--- config.mk ---
export PLATFORM = sky130hd
export DESIGN_NAME = traceparent_header_parser_core
export DESIGN_NICKNAME = d
export VERILOG_FILES = /design/src/rtl/tpp_pkg.sv /design/src/rtl/traceparent_header_parser_core.sv /design/src/rtl/tpp_accum.sv /design/src/rtl/tpp_result_reg.sv
export VERILOG_INCLUDE_DIRS = /design/src /design/src/rtl
export SDC_FILE = /design/constraint.sdc
export NUM_CORES = 1
export LEC_CHECK = 0
export ABC_AREA = 0
export BUFFER_PORTS_ARGS = -buffer_cell sky130_fd_sc_hd__buf_2
export CAP_MARGIN = 25
export CORE_MARGIN = 8
export CORE_UTILIZATION = 31
export CTS_CLUSTER_DIAMETER = 50
export CTS_CLUSTER_SIZE = 8
export DETAILED_ROUTE_END_ITERATION = 10
export PLACE_DENSITY_LB_ADDON = 0.2
export REMOVE_ABC_BUFFERS = 1
export SETUP_SLACK_MARGIN = 0.02
export SLEW_MARGIN = 20
export SYNTH_ARGS = -nofsm -noshare
export SYNTH_HDL_FRONTEND = slang
export SYNTH_SLANG_ARGS = --single-unit
--- constraint.sdc ---
create_clock -name clk -period 23 [get_ports clk]
set_input_delay 3.45 -clock clk [delete_from_list [all_inputs] [get_ports clk]]
set_output_delay 3.45 -clock clk [all_outputs]
set_load 0.02 [all_outputs]
--- src/rtl/assert_macros.svh ---
// Assertion macros for the traceparent parser RTL; only the parser core includes them.
// Depends on nothing; the user module supplies clk and rst.
`ifndef ASSERT_MACROS_SVH
`define ASSERT_MACROS_SVH

// checked outside reset
`define TPP_ASSERT(lbl, prop, msg) \
  lbl: assert property (@(posedge clk) disable iff (rst) prop) else $error(msg);

// checked in every cycle, reset included
`define TPP_ASSERT_ALWAYS(lbl, prop, msg) \
  lbl: assert property (@(posedge clk) prop) else $error(msg);

`endif

--- src/rtl/tpp_pkg.sv ---
// Package for the traceparent parser: item types, error codes, positions and
// the character decode function. No dependencies.
package tpp_pkg;

  typedef struct packed {
    logic [7:0] data_byte;
    logic       last_byte;
  } in_item_t;

  typedef struct packed {
    logic        header_ok;
    logic [2:0]  error_code;
    logic [63:0] trace_id_upper;
    logic [63:0] trace_id_lower;
    logic [63:0] span_id;
    logic [7:0]  trace_flags;
  } out_item_t;

  typedef enum logic [2:0] {
    ERR_OK         = 3'd0,
    ERR_LENGTH     = 3'd1,
    ERR_DASH       = 3'd2,
    ERR_VERSION    = 3'd3,
    ERR_HEX        = 3'd4,
    ERR_ZERO_TRACE = 3'd5,
    ERR_ZERO_SPAN  = 3'd6
  } err_code_t;

  localparam logic [5:0] HDR_LEN        = 6'd55;
  localparam logic [5:0] HDR_LAST       = 6'd54;
  localparam logic [5:0] POS_SAT        = 6'd56;
  localparam logic [5:0] DASH_A         = 6'd2;
  localparam logic [5:0] DASH_B         = 6'd35;
  localparam logic [5:0] DASH_C         = 6'd52;
  localparam logic [5:0] TRACE_LO_START = 6'd19;

  localparam logic [7:0] CHAR_DASH = 8'h2d;
  localparam logic [7:0] CHAR_ZERO = 8'h30;

  typedef struct packed {
    logic       is_hex;
    logic [3:0] nibble;
  } char_info_t;

  function automatic char_info_t decode_char(input logic [7:0] c);
    char_info_t r;
    r.is_hex = 1'b0;
    r.nibble = 4'd0;
    if (c inside {[8'h30:8'h39]}) begin
      r.is_hex = 1'b1;
      r.nibble = c[3:0];
    end else if (c inside {[8'h61:8'h66]}) begin
      r.is_hex = 1'b1;
      r.nibble = c[3:0] + 4'd9;
    end
    return r;
  endfunction

endpackage

--- src/rtl/traceparent_header_parser_core.sv ---
// Traceparent header parser: one byte item per cycle in, one result item
// after the final byte. The final byte is held in the input register, then its
// verdict is loaded into the result register, which raises res_valid.
// Throughput: 1 byte per cycle; stalls only while a result waits and the
// next final byte arrives. Synchronous active-high rst clears the valid flags and the parse state.
// Depends on tpp_pkg, tpp_accum, tpp_result_reg, assert_macros.svh.
`include "assert_macros.svh"
module traceparent_header_parser_core (
  input  logic               clk,
  input  logic               rst,
  input  logic               hdr_valid,
  output logic               hdr_ready,
  input  tpp_pkg::in_item_t  hdr_item,
  output logic               res_valid,
  input  logic               res_ready,
  output tpp_pkg::out_item_t res_item
);
  import tpp_pkg::*;

  logic      s1_valid;
  in_item_t  s1_item;
  logic      s1_fire;
  out_item_t verdict;

  // a final byte waits until the result register is free
  assign s1_fire   = s1_valid && (!s1_item.last_byte || !res_valid || res_ready);
  assign hdr_ready = !s1_valid || s1_fire;

  always_ff @(posedge clk) begin
    if (rst) begin
      s1_valid <= 1'b0;
    end else if (hdr_ready) begin
      s1_valid <= hdr_valid;
    end
  end

  always_ff @(posedge clk) begin
    if (hdr_valid && hdr_ready) begin
      s1_item <= hdr_item;
    end
  end

  tpp_accum u_accum (
    .clk     (clk),
    .rst     (rst),
    .step    (s1_fire),
    .item    (s1_item),
    .verdict (verdict)
  );

  tpp_result_reg u_result (
    .clk       (clk),
    .rst       (rst),
    .load      (s1_fire && s1_item.last_byte),
    .load_item (verdict),
    .res_valid (res_valid),
    .res_ready (res_ready),
    .res_item  (res_item)
  );

  `TPP_ASSERT_ALWAYS(a_rst_clears, rst |=> !res_valid && hdr_ready, "reset left an item pending")
  `TPP_ASSERT(a_ok_code, res_valid |-> res_item.header_ok == (res_item.error_code == ERR_OK), "ok flag and code disagree")
  `TPP_ASSERT(a_bad_zero, res_valid && !res_item.header_ok |-> res_item.span_id == 64'd0 && res_item.trace_flags == 8'd0, "fields not cleared on bad header")
  `TPP_ASSERT(a_no_overwrite, res_valid && !res_ready |=> !$past(s1_fire && s1_item.last_byte), "result overwritten while held")

endmodule

--- src/rtl/tpp_accum.sv ---
// Per-header state: byte position, sticky faults, hex accumulators, and the
// verdict built from the next state on the final byte. Depends on tpp_pkg.
module tpp_accum (
  input  logic              clk,
  input  logic              rst,
  input  logic              step,
  input  tpp_pkg::in_item_t item,
  output tpp_pkg::out_item_t verdict
);
  import tpp_pkg::*;

  logic [5:0]  byte_position, byte_position_next;
  logic        dash_fault, dash_fault_next;
  logic        version_fault, version_fault_next;
  logic        hex_fault, hex_fault_next;
  logic [63:0] trace_upper_acc, trace_upper_acc_next;
  logic [63:0] trace_lower_acc, trace_lower_acc_next;
  logic [63:0] span_acc, span_acc_next;
  logic [7:0]  flags_acc, flags_acc_next;
  char_info_t  ci;
  err_code_t   code;

  assign ci = decode_char(item.data_byte);

  always_comb begin
    dash_fault_next      = dash_fault;
    version_fault_next   = version_fault;
    hex_fault_next       = hex_fault;
    trace_upper_acc_next = trace_upper_acc;
    trace_lower_acc_next = trace_lower_acc;
    span_acc_next        = span_acc;
    flags_acc_next       = flags_acc;
    byte_position_next   = (byte_position < POS_SAT) ? byte_position + 6'd1 : byte_position;

    if (byte_position < DASH_A) begin
      if (item.data_byte != CHAR_ZERO) version_fault_next = 1'b1;
    end else if (byte_position == DASH_A || byte_position == DASH_B ||
                 byte_position == DASH_C) begin
      if (item.data_byte != CHAR_DASH) dash_fault_next = 1'b1;
    end else if (byte_position < HDR_LEN) begin
      if (!ci.is_hex) hex_fault_next = 1'b1;
      if (byte_position < TRACE_LO_START) begin
        trace_upper_acc_next = {trace_upper_acc[59:0], ci.nibble};
      end else if (byte_position < DASH_B) begin
        trace_lower_acc_next = {trace_lower_acc[59:0], ci.nibble};
      end else if (byte_position < DASH_C) begin
        span_acc_next = {span_acc[59:0], ci.nibble};
      end else begin
        flags_acc_next = {flags_acc[3:0], ci.nibble};
      end
    end

    if (byte_position != HDR_LAST) code = ERR_LENGTH;
    else if (dash_fault_next) code = ERR_DASH;
    else if (version_fault_next) code = ERR_VERSION;
    else if (hex_fault_next) code = ERR_HEX;
    else if (trace_upper_acc_next == 64'd0 && trace_lower_acc_next == 64'd0)
      code = ERR_ZERO_TRACE;
    else if (span_acc_next == 64'd0) code = ERR_ZERO_SPAN;
    else code = ERR_OK;

    verdict.header_ok      = (code == ERR_OK);
    verdict.error_code     = code;
    verdict.trace_id_upper = (code == ERR_OK) ? trace_upper_acc_next : 64'd0;
    verdict.trace_id_lower = (code == ERR_OK) ? trace_lower_acc_next : 64'd0;
    verdict.span_id        = (code == ERR_OK) ? span_acc_next : 64'd0;
    verdict.trace_flags    = (code == ERR_OK) ? flags_acc_next : 8'd0;
  end

  always_ff @(posedge clk) begin
    if (rst || (step && item.last_byte)) begin
      byte_position   <= 6'd0;
      dash_fault      <= 1'b0;
      version_fault   <= 1'b0;
      hex_fault       <= 1'b0;
      trace_upper_acc <= 64'd0;
      trace_lower_acc <= 64'd0;
      span_acc        <= 64'd0;
      flags_acc       <= 8'd0;
    end else if (step) begin
      byte_position   <= byte_position_next;
      dash_fault      <= dash_fault_next;
      version_fault   <= version_fault_next;
      hex_fault       <= hex_fault_next;
      trace_upper_acc <= trace_upper_acc_next;
      trace_lower_acc <= trace_lower_acc_next;
      span_acc        <= span_acc_next;
      flags_acc       <= flags_acc_next;
    end
  end

endmodule

--- src/rtl/tpp_result_reg.sv ---
// Output register holding one result item until the consumer takes it.
// Depends on tpp_pkg.
module tpp_result_reg (
  input  logic               clk,
  input  logic               rst,
  input  logic               load,
  input  tpp_pkg::out_item_t load_item,
  output logic               res_valid,
  input  logic               res_ready,
  output tpp_pkg::out_item_t res_item
);
  import tpp_pkg::*;

  always_ff @(posedge clk) begin
    if (rst) begin
      res_valid <= 1'b0;
    end else if (load) begin
      res_valid <= 1'b1;
    end else if (res_ready) begin
      res_valid <= 1'b0;
    end
  end

  always_ff @(posedge clk) begin
    if (load) begin
      res_item <= load_item;
    end
  end

endmodule

# Yosys cells after proc, flatten, opt, wreduce, memory -nomap -nowiden
# Index checks and enable logic that the tools add are counted.
# op_classes
muxes	40
n_addsub	2
n_reduce_logical	21
magnitude_cmp	10
eq_ne	6
# op_table
op	n
$mux 64	15
$logic_not 64->1	3
$mux 8	6
$lt 6x6->1 const B	4
$mux 3	6
$ne 8x6->1 const B	2
$eq 6x6->1 const B	2
$mux 1	11
$mux 5	2
$ge 8x6->1 const B	1
$ge 8x7->1 const B	1
$le 8x6->1 const B	1
$le 8x7->1 const B	1
$add 6x1->6 const B	1
$eq 6x2->1 const B	1
$logic_and 1x1->1	6
$logic_or 1x1->1	6
$lt 6x2->1 const B	1
$lt 6x5->1 const B	1
$ne 6x6->1 const B	1
$add 4x4->4 const B	1
$logic_not 1->1	3
$logic_not 3->1	1
$reduce_and 2->1	1
$reduce_bool 2->1	1
# totals
ff_bits	424
word_cells	97
out_inout_bits	206
inputBits	13

# Logic depth before layout (Yosys ltp)
# Gate-level depths: netlist of the first run.
# logic_depth
depth_word	18
depth_mapped	11

# Cells and area by module
# Synthesis of the first run repeated with hierarchy kept, for this count alone.
# hier_totals
hier_cells	1946
area_unflattened_um2	18448.9
# by_module_without_submodules
module	seq_area_each_um2	cells_each	area_each_um2	n_inst
tpp_accum	4184.0	1720	11933.9	1
tpp_result_reg	6145.9	208	6164.7	1
traceparent_header_parser_core	290.3	18	350.3	1

# Worst setup path before layout of the first run
# No wires, ideal clock.
# synth_timing
kind	input to register
from	input port res_ready
to	register u_accum.trace_lower_acc[10]
path_slack_ns	13.073
path_stages	7
arrival_ns	9.794
t_required_ns	22.868
path_cell_list	nand3b_1 and3_1 or2_2 clkbuf_1 clkbuf_1 clkbuf_1 a21oi_1
# synth_via
elab_chain_cells	4
# synth_lines
element	line_no	source
start: declaration	traceparent_header_parser_core.sv:15	input logic res_ready,
$logic_or 1x1->1	traceparent_header_parser_core.sv:26	assign s1_fire = s1_valid && (!s1_item.last_byte || !res_valid || res_ready);
$logic_and 1x1->1	traceparent_header_parser_core.sv:26	
$logic_and 1x1->1	n/a	
net u_result.load	tpp_result_reg.sv:6	input logic load,
$logic_or 1x1->1	tpp_accum.sv:71	if (rst || (step && item.last_byte)) begin
end signal: assignment	tpp_accum.sv:86	trace_lower_acc <= trace_lower_acc_next;
end: declaration	tpp_accum.sv:17	logic [63:0] trace_lower_acc, trace_lower_acc_next;
# The timed path passes the listed nets, and every way through them passes these cells.
# A chain may end at the register's enable or synchronous reset.

# Worst setup path after layout of the first run
# layout_timing
from	input port res_ready
to	output port hdr_ready
# layout_via
elab_chain_cells	3
# layout_lines
element	line_no	source
$logic_or 1x1->1	traceparent_header_parser_core.sv:26	
$logic_and 1x1->1	traceparent_header_parser_core.sv:26	
$logic_or 1x1->1	traceparent_header_parser_core.sv:27	assign hdr_ready = !s1_valid || s1_fire;
end: declaration	traceparent_header_parser_core.sv:12	output logic hdr_ready,
# No other way between the ends.

==> summary.txt, run 1 <==
Status
  – Status: completed

GRT
  – Largest net degree at the start of global routing: between 150 and 200
  – Initial antenna violation count: 1
  – GRT Total Usage: 15.0%
  – Vias in the first global route: between 10,000 and 15,000
  – Congestion Overflow GR: 0
  – First-pass GRT wire length: 80,300 µm

Min path
  – Min-Delay Endpoint: u_accum.trace_upper_acc[60]
  – Hold Crit Depth: 2
  – HP Class: flip-flop to flip-flop
  – Hold_sp: u_accum.trace_upper_acc[60]

Yosys
  – Mapped cell area: 0.0180 mm²
  – Synth Area in XOR/XNOR: 0.194%
  – Largest family of logic cells by synthesized area: simple AND/OR/NAND/NOR gates
  – Post-synthesis simple-gate area fraction: 18.4%
  – Mux share of post-synthesis cell area: a little over a tenth
  – Synth warn: 0
  – Yosys top cell area share: between 30% and 40%
  – #FFs+latches synth: 424
  – Most frequent cell after synthesis: nand2_1
  – Post-synthesis compound-gate area fraction: under 10%
  – Post-synthesis adder-cell area fraction: 0.486%
  – Post-synth cell types: 54
  – Post-synth EDFFs: 213
  – Dominant cells by area after synthesis: edfxtp_1, dfxtp_1, mux2i_1
  – Prevailing post-synth register cell: edfxtp_1
  – Synth async-reset ratio: 0%
  – Post-synthesis sequential area ratio: 58.9%
  – Mapped Avg Cell Area: 10.2 µm²
  – Cell taking the most area after synthesis: edfxtp_1
  – Commonest cells post-synth: nand2_1, edfxtp_1, dfxtp_1
  – Post-Synthesis Cells: approximately 1,800

Drt
  – Top layer in use: met4
  – 1st-pass router iterations: 5
  – DR iter-0 viols: 883
  – Final wirelength: 51,300 µm
  – Via density: 4.95
  – Via Count: 13,600
  – WL met3: 2370 µm
  – Met2 wire length: 24,400 µm
  – Met1 WL: roughly 24,000 µm
  – Remaining antenna violation count: 0
  – Post-DR wirelength/cell: 18.7 µm
  – Drt drc: 0

Worst setup path
  – Critical Path Fanout Max: 3
  – Most common cell on crit path: buf_2
  – Endpoint type of the worst setup path: output pin
  – FF-to-FF End: u_result.res_item[8]
  – Reg2reg setup slack: 18.33 ns
  – Startpoint types: primary input
  – Setup CP Type: primary input to output pin
  – Worst path max stage delay: 0.19 ns
  – Critical Path AT: 3.95 ns
  – Critical R2R Launch: u_accum.byte_position[2]
  – Crit-path cells: buf_2 -> inv_1 -> nand4_1 -> buf_2
  – Cell depth of the worst flop-to-flop path: 9
  – CP max stage cell: buf_2
  – Critical Path RT: 19.55 ns

Timing
  – Tightest Pin Transition: 1.04 ns
  – Minimum clock period: about 7.4 ns
  – Final setup violation count: 0
  – Clk_skew: roughly 0.024 ns
  – Slew HR: around 31%
  – Tcrit/Tclk final: between 30 and 40%
  – Final Hold Fails: 0
  – Post-Route Setup TNS: 0 ns
  – Final setup margin: 15.60 ns
  – Max Freq: roughly 140 MHz
  – RSZ-0062 raised after global routing: false
  – Final Max Tran Viols: 0
  – Hold slack: 0.469 ns

Die
  – Die height: 257 µm
  – Initial Util: 31.3%
  – Row cnt: just under 90
  – Area of the die: 0.0662 mm²
  – Die W: between 200 and 300 µm
  – Io pins: 219
  – Core area: approximately 0.058 mm²

Clock tree
  – Maximum clock path buffer count: 3
  – Clock transition at the registers of the reported paths: 0.05 ns
  – Sink Count: roughly 420
  – Clk Latency, worst-skew pair: 0.59 ns
  – CTS H-tree lvls: 3
  – CTS Buf Count: 66
  – Setup Buffers After CTS: 0
  – CTS root buf: clkbuf_16
  – Post-CTS sizing: 0
  – CTS tree: yes
  – Hold-fix buffers, CTS: 0

Final layout
  – NumNets Final: 1,954
  – Synthesis-to-finish area growth: 21.3%
  – Fin area: 0.0219 mm²
  – Layout cell share with drive strength beyond 1: roughly 17%

Flow run
  – Max_cap viols: 0

Placement
  – Post-DP HPWL: 32,200 µm
  – PortBufs: 218
  – Post-place setup slack: 15.60 ns
  – Cell Area, Placed: 0.0197 mm²
  – Routability congestion estimate: about 0.8

Power
  – P per Cell Area: 80.2 mW/mm²
  – Total power: 1.75 mW
  – LEAKAGE: 8.39 nW
  – VDD IR max: 0.0455 mV
## state kept, by name, indices dropped and copies added, names as in the netlist
name and flops:
u_result.res_item 204, s1_valid 1, u_accum.dash_fault 1, u_accum.trace_lower_acc 64
u_accum.span_acc 64, u_accum.hex_fault 1, u_accum.byte_position 6, u_accum.trace_upper_acc 64
u_result.res_valid 1, u_accum.flags_acc 8, s1_item 9, u_accum.version_fault 1
## placed cells by master (no fill, tap or decap), types with 6 or more instances in the layout
master and count:
nor2_1 50, nand2_1 377, nand4_1 10, inv_1 9, clkbuf_1 38, edfxtp_1 213
buf_4 18, buf_2 218, mux2i_1 192, or3_1 6, nor4_1 43, nor3_1 203
a2111oi_0 12, a21oi_1 197, a211oi_1 14, dfxtp_1 211, clkbuf_16 68, ha_1 7
## layout make-up
class | count | area, µm²
Antenna cell | 1 | 2.50
Clock buffer | 110 | 1900
Clock inverter | 10 | 120
Fill cell | 5633 | 35700
Inverter | 9 | 33.8
Multi-Input combinational cell | 1190 | 6870
Sequential cell | 424 | 10600
Tap cell | 765 | 957
Timing Repair Buffer | 243 | 1370
## through the flow
stage / utilization (%) / std cells
5_1_grt: 38.0 / 2751
2_1_floorplan: - / 1623
6_report: 38.0 / 2752
3_5_place_dp: 34.3 / 2625
3_3_place_gp: 34.2 / 2624
4_1_cts: 37.8 / 2745
## how the worst max path moves through the flow
stage               startpoint                       end  slack (ns)
global route         res_ready                 hdr_ready       15.54
floorplan            res_ready  u_accum.byte_position[0]       12.02
global placement     res_ready                 hdr_ready       15.61
finish               res_ready                 hdr_ready       15.60
detailed placement   res_ready                 hdr_ready       15.60
CTS                  res_ready                 hdr_ready       15.60
## routing by layer
layer,up-vias,track usage (%)
li1,6703,-
met2,298,24.4
met4,0,4.48
met5,-,0
met1,6559,19.9
met3,67,3.14
## report_power, final
group / switching [mW] / total, mW / internal [mW]
Clock: 0.354 / 0.929 / 0.575
Combinational: 0.0224 / 0.0282 / 0.00584
Sequential: 0.00251 / 0.797 / 0.795
## worst max-delay path, delay by kind of cell
| kind | cells | cell delay [ns] |
|---|---|---|
| buffers and inverters | 3 | 0.35 |
| and+or+nand+nor | 1 | 0.14 |
## cells by family (layout without fill, tap and decap cells)
logic type               Yosys count  after routing
AND/OR/NAND/NOR                  737            737
flip-flops                       424            424
AO/OA/AOI/OAI                    250            250
multiplexers                     192            192
buffers and inverters            148            372
adder cells (fa/ha/maj)            7              7
XOR/XNOR                           4              4
other                              0              1
Power figures use the tool's default switching activity.
==> inputs of run 2 (changes only) <==
- ABC_AREA: 0 -> 1
- clock period: 23 -> 7.6 ns (I/O delays scaled with it)
==> summary.txt, run 2 <==
Status
  – Status: completed

Timing
  – RSZ-0062 raised after global routing: false
  – Minimum clock period: 5.26 ns
  – Final setup margin: 2.34 ns (-13.27 ns)
  – Post-Route Setup TNS: 0 ns (unchanged)
  – Slew HR: 32.0% (+1.2 points)
  – Tightest Pin Transition: 1.02 ns (-0.0179 ns)
  – Final Hold Fails: 0 (unchanged)
  – Clk_skew: 0.0435 ns (+0.0194 ns)
  – Final Max Tran Viols: 0 (unchanged)
  – Tcrit/Tclk final: approximately 69%
  – Max Freq: 190 MHz
  – Final setup violation count: 0 (unchanged)

Final layout
  – Fill cell count: 7,577 (+35%)
  – Max FFs per register: 204 (unchanged)
  – Commonest cells after routing, fill and taps aside: nand2_1, inv_1, buf_2, edfxtp_1, dfxtp_1
  – Layout cell share with drive strength beyond 1: 18.6% (+1.3 points)
  – Commonest non-fill, non-tap cell in the layout: nand2_1
  – Antenna diode count: 0 (-1)
  – NumNets Final: 3,033 (+55%)
  – Largest register by flop count: u_result.res_item
  – Synthesis-to-finish area growth: 18.8%

Power
  – Comb power frac: 10.2% (+8.6 points)
  – Flop pwr share: 38.7% (-6.7 points)
  – VDD IR max: 0.174 mV (+280%)
  – Total power: 6.59 mW (+280%)
  – Net Sw Frac: 26.0% (+4.4 points)
  – Internal power: 4.87 mW (+250%)
  – LEAKAGE: 12.0 nW (+43%)
  – Clock Power Share: 51.1% (-1.8 points)
  – P_sw: 1.71 mW (+350%)
  – P per Cell Area: 247 mW/mm² (+210%)

Placement
  – Post-DP HPWL: 40,700 µm (+26%)
  – PortBufs: 218 (unchanged)
  – Routability congestion estimate: 0.757 (-3.3%)
  – Post-place setup slack: 2.26 ns (-13.34 ns)

Clock tree
  – CTS Buf Count: 76 (+15%)
  – Clock transition at the registers of the reported paths: 0.05 ns (about the same)
  – Hold-fix buffers, CTS: 0 (unchanged)
  – Maximum clock path buffer count: 3 (unchanged)
  – CTS root buf: clkbuf_16
  – Sink Count: 424 (unchanged)
  – CTS H-tree lvls: 3 (unchanged)
  – Post-CTS sizing: 0 (unchanged)
  – Setup Buffers After CTS: 0 (unchanged)
  – Clk Latency, worst-skew pair: 0.61 ns (+0.02 ns)
  – CTS tree: yes

Die
  – Die W: 285 µm (+11%)
  – Core area: 0.0716 mm² (+24%)
  – Initial Util: 31.4% (+0.085 points)
  – Io pins: 219 (unchanged)
  – Row cnt: 98 (+11%)
  – Area of the die: 0.0814 mm² (+23%)
  – Die height: 285 µm (+11%)

Yosys
  – Commonest cells post-synth: nand2_1, inv_1, edfxtp_1
  – Post-synth EDFFs: 213 (unchanged)
  – Most frequent cell after synthesis: nand2_1
  – Largest family of logic cells by synthesized area: simple AND/OR/NAND/NOR gates
  – #FFs+latches synth: 424 (unchanged)
  – Dominant cells by area after synthesis: edfxtp_1, dfxtp_1, nand2_1
  – Post-synth cell types: 33 (-39%)
  – Mapped Avg Cell Area: 7.84 µm² (-23%)
  – Cell taking the most area after synthesis: edfxtp_1
  – Mapped cell area: 0.0225 mm² (+25%)
  – Post-Synthesis Cells: 2,868 (+63%)
  – Synth Area in XOR/XNOR: 0.0389% (-0.16 points)
  – Mux share of post-synthesis cell area: 0.312% (-10 points)
  – Post-synthesis compound-gate area fraction: 11.5% (+3.7 points)
  – Post-synthesis adder-cell area fraction: 0.389% (-0.096 points)
  – Post-synthesis sequential area ratio: 47.2% (-12 points)
  – Prevailing post-synth register cell: edfxtp_1
  – Yosys top cell area share: 28.4% (-7.0 points)
  – Synth warn: 0 (unchanged)
  – Post-synthesis simple-gate area fraction: 28.4% (+10 points)
  – Synth async-reset ratio: 0% (unchanged)

Drt
  – Final wirelength: 63,000 µm (+23%)
  – WL met3: 3360 µm (+42%)
  – 1st-pass router iterations: 5 (unchanged)
  – Top layer in use: met4
  – Remaining antenna violation count: 0 (unchanged)
  – DR iter-0 viols: 1,216 (+38%)
  – Via density: 4.53 (-8.5%)
  – Met1 WL: 30,000 µm (+27%)
  – Met2 wire length: 28,600 µm (+17%)
  – Via Count: 18,200 (+34%)
  – Drt drc: 0 (unchanged)
  – Post-DR wirelength/cell: 15.7 µm (-16%)

Worst setup path
  – Crit-path cells: nor2_1 -> nand2_1 -> nand2_2 -> inv_2 -> nand3_2 -> nor2_4 -> nand2_1 -> nand2_1 -> nand2_1 -> nor2_1 -> nand2_1 -> nor2_1 -> nand2_1 -> nor2_1 -> nand3_1 -> nand2_1 -> nand2_1 -> nand2_8 -> buf_4 -> nor3_2
  – CP max stage cell: dfxtp_1
  – Startpoint types: flip-flop
  – Endpoint type of the worst setup path: flip-flop
  – Most common cell on crit path: nand2_1
  – Critical Path RT: 7.93 ns (-11.62 ns)
  – Setup CP Type: flip-flop to flip-flop
  – Worst path max stage delay: 0.80 ns (+0.61 ns)
  – Critical Path AT: 5.59 ns (+1.64 ns)
  – Critical Path Fanout Max: 53 (+50)

GRT
  – GRT Total Usage: 15.2% (+0.23 points)
  – Congestion Overflow GR: 0 (unchanged)
  – Initial antenna violation count: 0 (-1)
  – Vias in the first global route: 17,400 (+28%)
  – First-pass GRT wire length: 101,000 µm (+25%)
  – Largest net degree at the start of global routing: 125 (-19%)

Min path
  – HP Class: flip-flop to flip-flop

Flow run
  – Max_cap viols: 0 (unchanged)
==> run 2: changes by cell type in the layout (fill, tap and decap cells not counted), moves of 14 or more <==
| cell | before | now |
|---|---|---|
| nand2_1 | 377 | 938 |
| inv_1 | 9 | 459 |
| nor3_1 | 203 | 13 |
| nor3_2 | 1 | 190 |
| mux2i_1 | 192 | 7 |
| o21ai_0 | 3 | 171 |
| o211ai_1 | 2 | 143 |
| a21oi_1 | 197 | 86 |
| nor2_1 | 50 | 133 |
| nor4_1 | 43 | 0 |
| nand3_1 | 3 | 45 |
| o21ai_1 | 0 | 24 |
| a211oi_1 | 14 | 0 |
==> run 2: worst paths after layout <==
| check | startpoint | to | slack, ns | depth (start not counted) |
|---|---|---|---|---|
| worst min-delay path | u_accum.trace_upper_acc[47] | u_accum.trace_upper_acc[47] | 0.49 | 2 |
| worst max register to register | u_accum.byte_position[5] | u_result.res_item[27] | 2.34 | 20 |
| worst min register to register | u_accum.trace_upper_acc[47] | u_accum.trace_upper_acc[47] | 0.49 | 2 |
| worst max-delay path | u_accum.byte_position[5] | u_result.res_item[27] | 2.34 | 20 |
==> run 2: logic make-up (layout without fill, tap and decap cells) <==
kind of cell	after synthesis	in the layout
flops	424	424
buf+inv	649	855
mux	7	7
xor+xnor	1	1
compound gates	438	438
simple gates	1342	1342
fa+ha+maj	7	7
==> run 2: metal layers <==
layer  up-vias  track usage, %
li1       9466               -
met1      8329            21.0
met2       355            24.0
met3        77            3.27
met4         0            3.98
met5         -               0
==> run 2: worst max-delay path, delay by kind of cell (launching register included) <==
kind                   cells  cell delay, ns
AND/OR/NAND/NOR           18            2.98
flip-flops                 1            0.80
buffers and inverters      2            1.19
==> run 2: metrics by stage <==
| step | util [%] | hold WS [ns] | instances | area (µm²) |
|---|---|---|---|---|
| global route | 37.3 | 0.514 | 4024 | 26700 |
| floorplan | - | 0.467 | 2688 | 21500 |
| global placement | 33.7 | 0.481 | 3884 | 24200 |
| detailed placement | 33.7 | 0.481 | 3884 | 24200 |
| CTS | 37.3 | 0.498 | 4023 | 26700 |
| finish | 37.3 | 0.492 | 4024 | 26700 |
==> run 2: power by group through the flow <==
stage	Clock, mW	Combinational, mW	Sequential [mW]
floorplan	0	0.468	2.61
global placement	0	0.683	2.59
detailed placement	0	0.680	2.59
CTS	3.46	0.683	2.55
global route	3.56	0.770	2.56
finish	3.37	0.670	2.55
==> run 2: layout make-up <==
type | instances | area, µm² | share of cell area [%]
Clock buffer | 115 | 2190 | 8.21
Clock inverter | 24 | 329 | 1.23
Inverter | 469 | 1780 | 6.66
Multi-Input combinational cell | 1795 | 9180 | 34.3
Sequential cell | 424 | 10600 | 39.8
Tap cell | 950 | 1190 | 4.45
Timing Repair Buffer | 247 | 1430 | 5.35
==> inputs of run 3 (changes only) <==
- clock period: 7.6 -> 4.75 ns (I/O delays scaled with it)
==> summary.txt, run 3 (same netlist as run 2, synthesis figures left out) <==
Drt
  – Post-DR wirelength/cell: 15.6 µm (-0.73%)
  – Via Count: 18,300 (+0.46%)
  – Remaining antenna violation count: 0 (unchanged)
  – WL met3: 2620 µm (-22%)
  – Met2 wire length: 28,500 µm (-0.14%)
  – Final wirelength: 62,800 µm (-0.41%)
  – Via density: 4.54 (+0.14%)
  – Drt drc: 0 (unchanged)
  – Met1 WL: 30,700 µm (+2.2%)
  – DR iter-0 viols: 1,233 (+1.4%)
  – 1st-pass router iterations: 5 (unchanged)
  – Top layer in use: met4

GRT
  – Largest net degree at the start of global routing: 149 (+19%)
  – Congestion Overflow GR: 0 (unchanged)
  – First-pass GRT wire length: 99,900 µm (-0.89%)
  – Initial antenna violation count: 1 (+1)
  – Vias in the first global route: 17,300 (-0.67%)
  – GRT Total Usage: 15.0% (-0.24 points)

Clock tree
  – CTS root buf: clkbuf_16
  – Clock transition at the registers of the reported paths: 0.05 ns (about the same)
  – CTS H-tree lvls: 3 (unchanged)
  – Hold-fix buffers, CTS: 0 (unchanged)
  – Sink Count: 424 (unchanged)
  – Post-CTS sizing: 0 (unchanged)
  – CTS tree: yes
  – Maximum clock path buffer count: 3 (unchanged)
  – CTS Buf Count: 74 (-2.6%)
  – Clk Latency, worst-skew pair: 0.61 ns (about the same)
  – Setup Buffers After CTS: 0 (unchanged)

Min path
  – Min-Delay Endpoint: s1_valid
  – Hold Crit Depth: 2 (unchanged)
  – HP Class: primary input to flip-flop
  – Hold_sp: rst

Worst setup path
  – Critical Path RT: 5.08 ns (-2.85 ns)
  – Worst Setup SP: u_accum.byte_position[0]
  – Startpoint types: flip-flop
  – FF-to-FF End: u_result.res_item[39]
  – Cell depth of the worst flop-to-flop path: 20 (unchanged)
  – Setup CP Type: flip-flop to flip-flop
  – Critical Path AT: 4.55 ns (-1.04 ns)
  – Most common cell on crit path: nand2_1
  – Critical path buffer and inverter count: 2 (unchanged)
  – Critical path's top delay family: simple AND/OR/NAND/NOR gates
  – CP max stage cell: nor2_4
  – Critical Path Fanout Max: 43 (-19%)
  – Reg2reg setup slack: 0.54 ns (-1.80 ns)
  – Endpoint type of the worst setup path: flip-flop
  – Worst path max stage delay: 0.51 ns (-0.29 ns)
  – Critical R2R Launch: u_accum.byte_position[0]
  – Crit-path cells: ha_1 -> nor2_1 -> nand2_2 -> nand2_4 -> inv_2 -> nor2_4 -> nand2_1 -> nand2_1 -> nand2_1 -> nor2_1 -> nand2_1 -> nor2_1 -> nand2_1 -> nor2_1 -> nand3_1 -> nand2_1 -> nand2_1 -> nand2_8 -> buf_12 -> nor3_2

Final layout
  – Synthesis-to-finish area growth: 19.1%
  – Max FFs per register: 204 (unchanged)
  – Commonest non-fill, non-tap cell in the layout: nand2_1
  – NumNets Final: 3,046 (+0.43%)
  – Final Non-Filler Cells: 4,037 (+0.32%)
  – Commonest cells after routing, fill and taps aside: nand2_1, inv_1, buf_2, edfxtp_1, dfxtp_1
  – Layout cell share with drive strength beyond 1: 18.8% (+0.25 points)
  – Largest register by flop count: u_result.res_item
  – Fin area: 0.0268 mm² (+0.25%)

Die
  – Core area: 0.0716 mm² (unchanged)
  – Io pins: 219 (unchanged)
  – Die W: 285 µm (unchanged)
  – Row cnt: 98 (unchanged)
  – Initial Util: 31.4% (unchanged)
  – Die height: 285 µm (unchanged)
  – Area of the die: 0.0814 mm² (unchanged)

Placement
  – Cell Area, Placed: 0.0244 mm² (+1.1%)
  – Dpl cells: 3,900 (+0.41%)
  – Routability congestion estimate: 0.761 (+0.52%)
  – Post-DP HPWL: 41,000 µm (+0.72%)
  – PortBufs: 218 (unchanged)

Timing
  – Slew HR: 41.1% (+9.0 points)
  – RSZ-0062 raised after global routing: false
  – Max Freq: 237 MHz (+25%)
  – Tightest Pin Transition: 0.884 ns (-0.136 ns)
  – Clk_skew: 0.0287 ns (-0.0148 ns)
  – Final setup violation count: 0 (unchanged)
  – Final Hold Fails: 0 (unchanged)
  – Minimum clock period: 4.21 ns (-1.05 ns)
  – Post-Route Setup TNS: 0 ns (unchanged)
  – Final Max Tran Viols: 0 (unchanged)
  – Tcrit/Tclk final: 88.7% (+19 points)

Power
  – LEAKAGE: 12.0 nW (+0.49%)
  – Internal power: 7.50 mW (+54%)
  – Clock Power Share: 49.5% (-1.6 points)
  – VDD IR max: 0.206 mV (+18%)
  – P_sw: 2.73 mW (+60%)
  – Comb power frac: 10.6% (+0.4 points)
  – Net Sw Frac: 26.7% (+0.71 points)
  – Flop pwr share: 39.9% (+1.2 points)
  – P per Cell Area: 382 mW/mm² (+55%)

Status
  – Status: completed

Flow run
  – Max_cap viols: 0 (unchanged)
==> run 3: cell types whose count changed in the layout (fill, tap and decap cells not counted), moves of 2 or more <==
cell       before  now
clkinv_1        3    8
clkbuf_16      80   78
bufinv_16       6    2
buf_12          8   20
buf_4          20   24
clkbuf_1       29   26
inv_16          0    2
clkinv_8        3    0
clkinv_2        4    9
clkinv_4        2    0
==> run 3: cell type report <==
class | instances | area [µm²]
Antenna cell | 1 | 2.50
Clock buffer | 109 | 2120
Clock inverter | 27 | 226
Fill cell | 7495 | 44800
Inverter | 469 | 1780
Multi-Input combinational cell | 1795 | 9180
Sequential cell | 424 | 10600
Tap cell | 950 | 1190
Timing Repair Buffer | 262 | 1670
==> run 3: per-stage QoR <==
stage | worst slack, ns | util (%) | hold WS [ns] | total power [mW]
6_report | 0.536 | 37.4 | 0.287 | 10.2
5_1_grt | 0.159 | 37.4 | 0.262 | 10.7
3_5_place_dp | 0.476 | 34.1 | 0.480 | 5.25
4_1_cts | 0.449 | 37.4 | 0.251 | 10.4
3_3_place_gp | 0.469 | 34.1 | 0.481 | 5.26
2_1_floorplan | -6.91 | - | 0.467 | 4.92
==> run 3: power by group through the flow <==
stage / Clock (mW) / Sequential, mW / Combinational (mW)
6_report: 5.07 / 4.08 / 1.08
3_3_place_gp: 0 / 4.15 / 1.11
3_5_place_dp: 0 / 4.15 / 1.10
4_1_cts: 5.22 / 4.08 / 1.11
2_1_floorplan: 0 / 4.18 / 0.748
5_1_grt: 5.38 / 4.09 / 1.24
==> run 3: worst max-delay path by stage <==
stage,slack (ns),cells after the start,endpoint
final,0.54,20,u_result.res_item[39]
after global routing,0.16,19,u_result.res_item[98]
after CTS,0.45,20,u_result.res_item[69]
after detailed placement,0.48,20,u_result.res_item[44]
after global placement,0.47,19,u_result.res_item[45]
after floorplan,-6.91,6,u_result.res_item[0]
==> run 3: metal layers <==
metal,vias up,GRT usage (%)
li1,9507,-
met1,8396,20.9
met2,347,23.8
met3,61,2.77
met4,0,3.89
met5,-,0
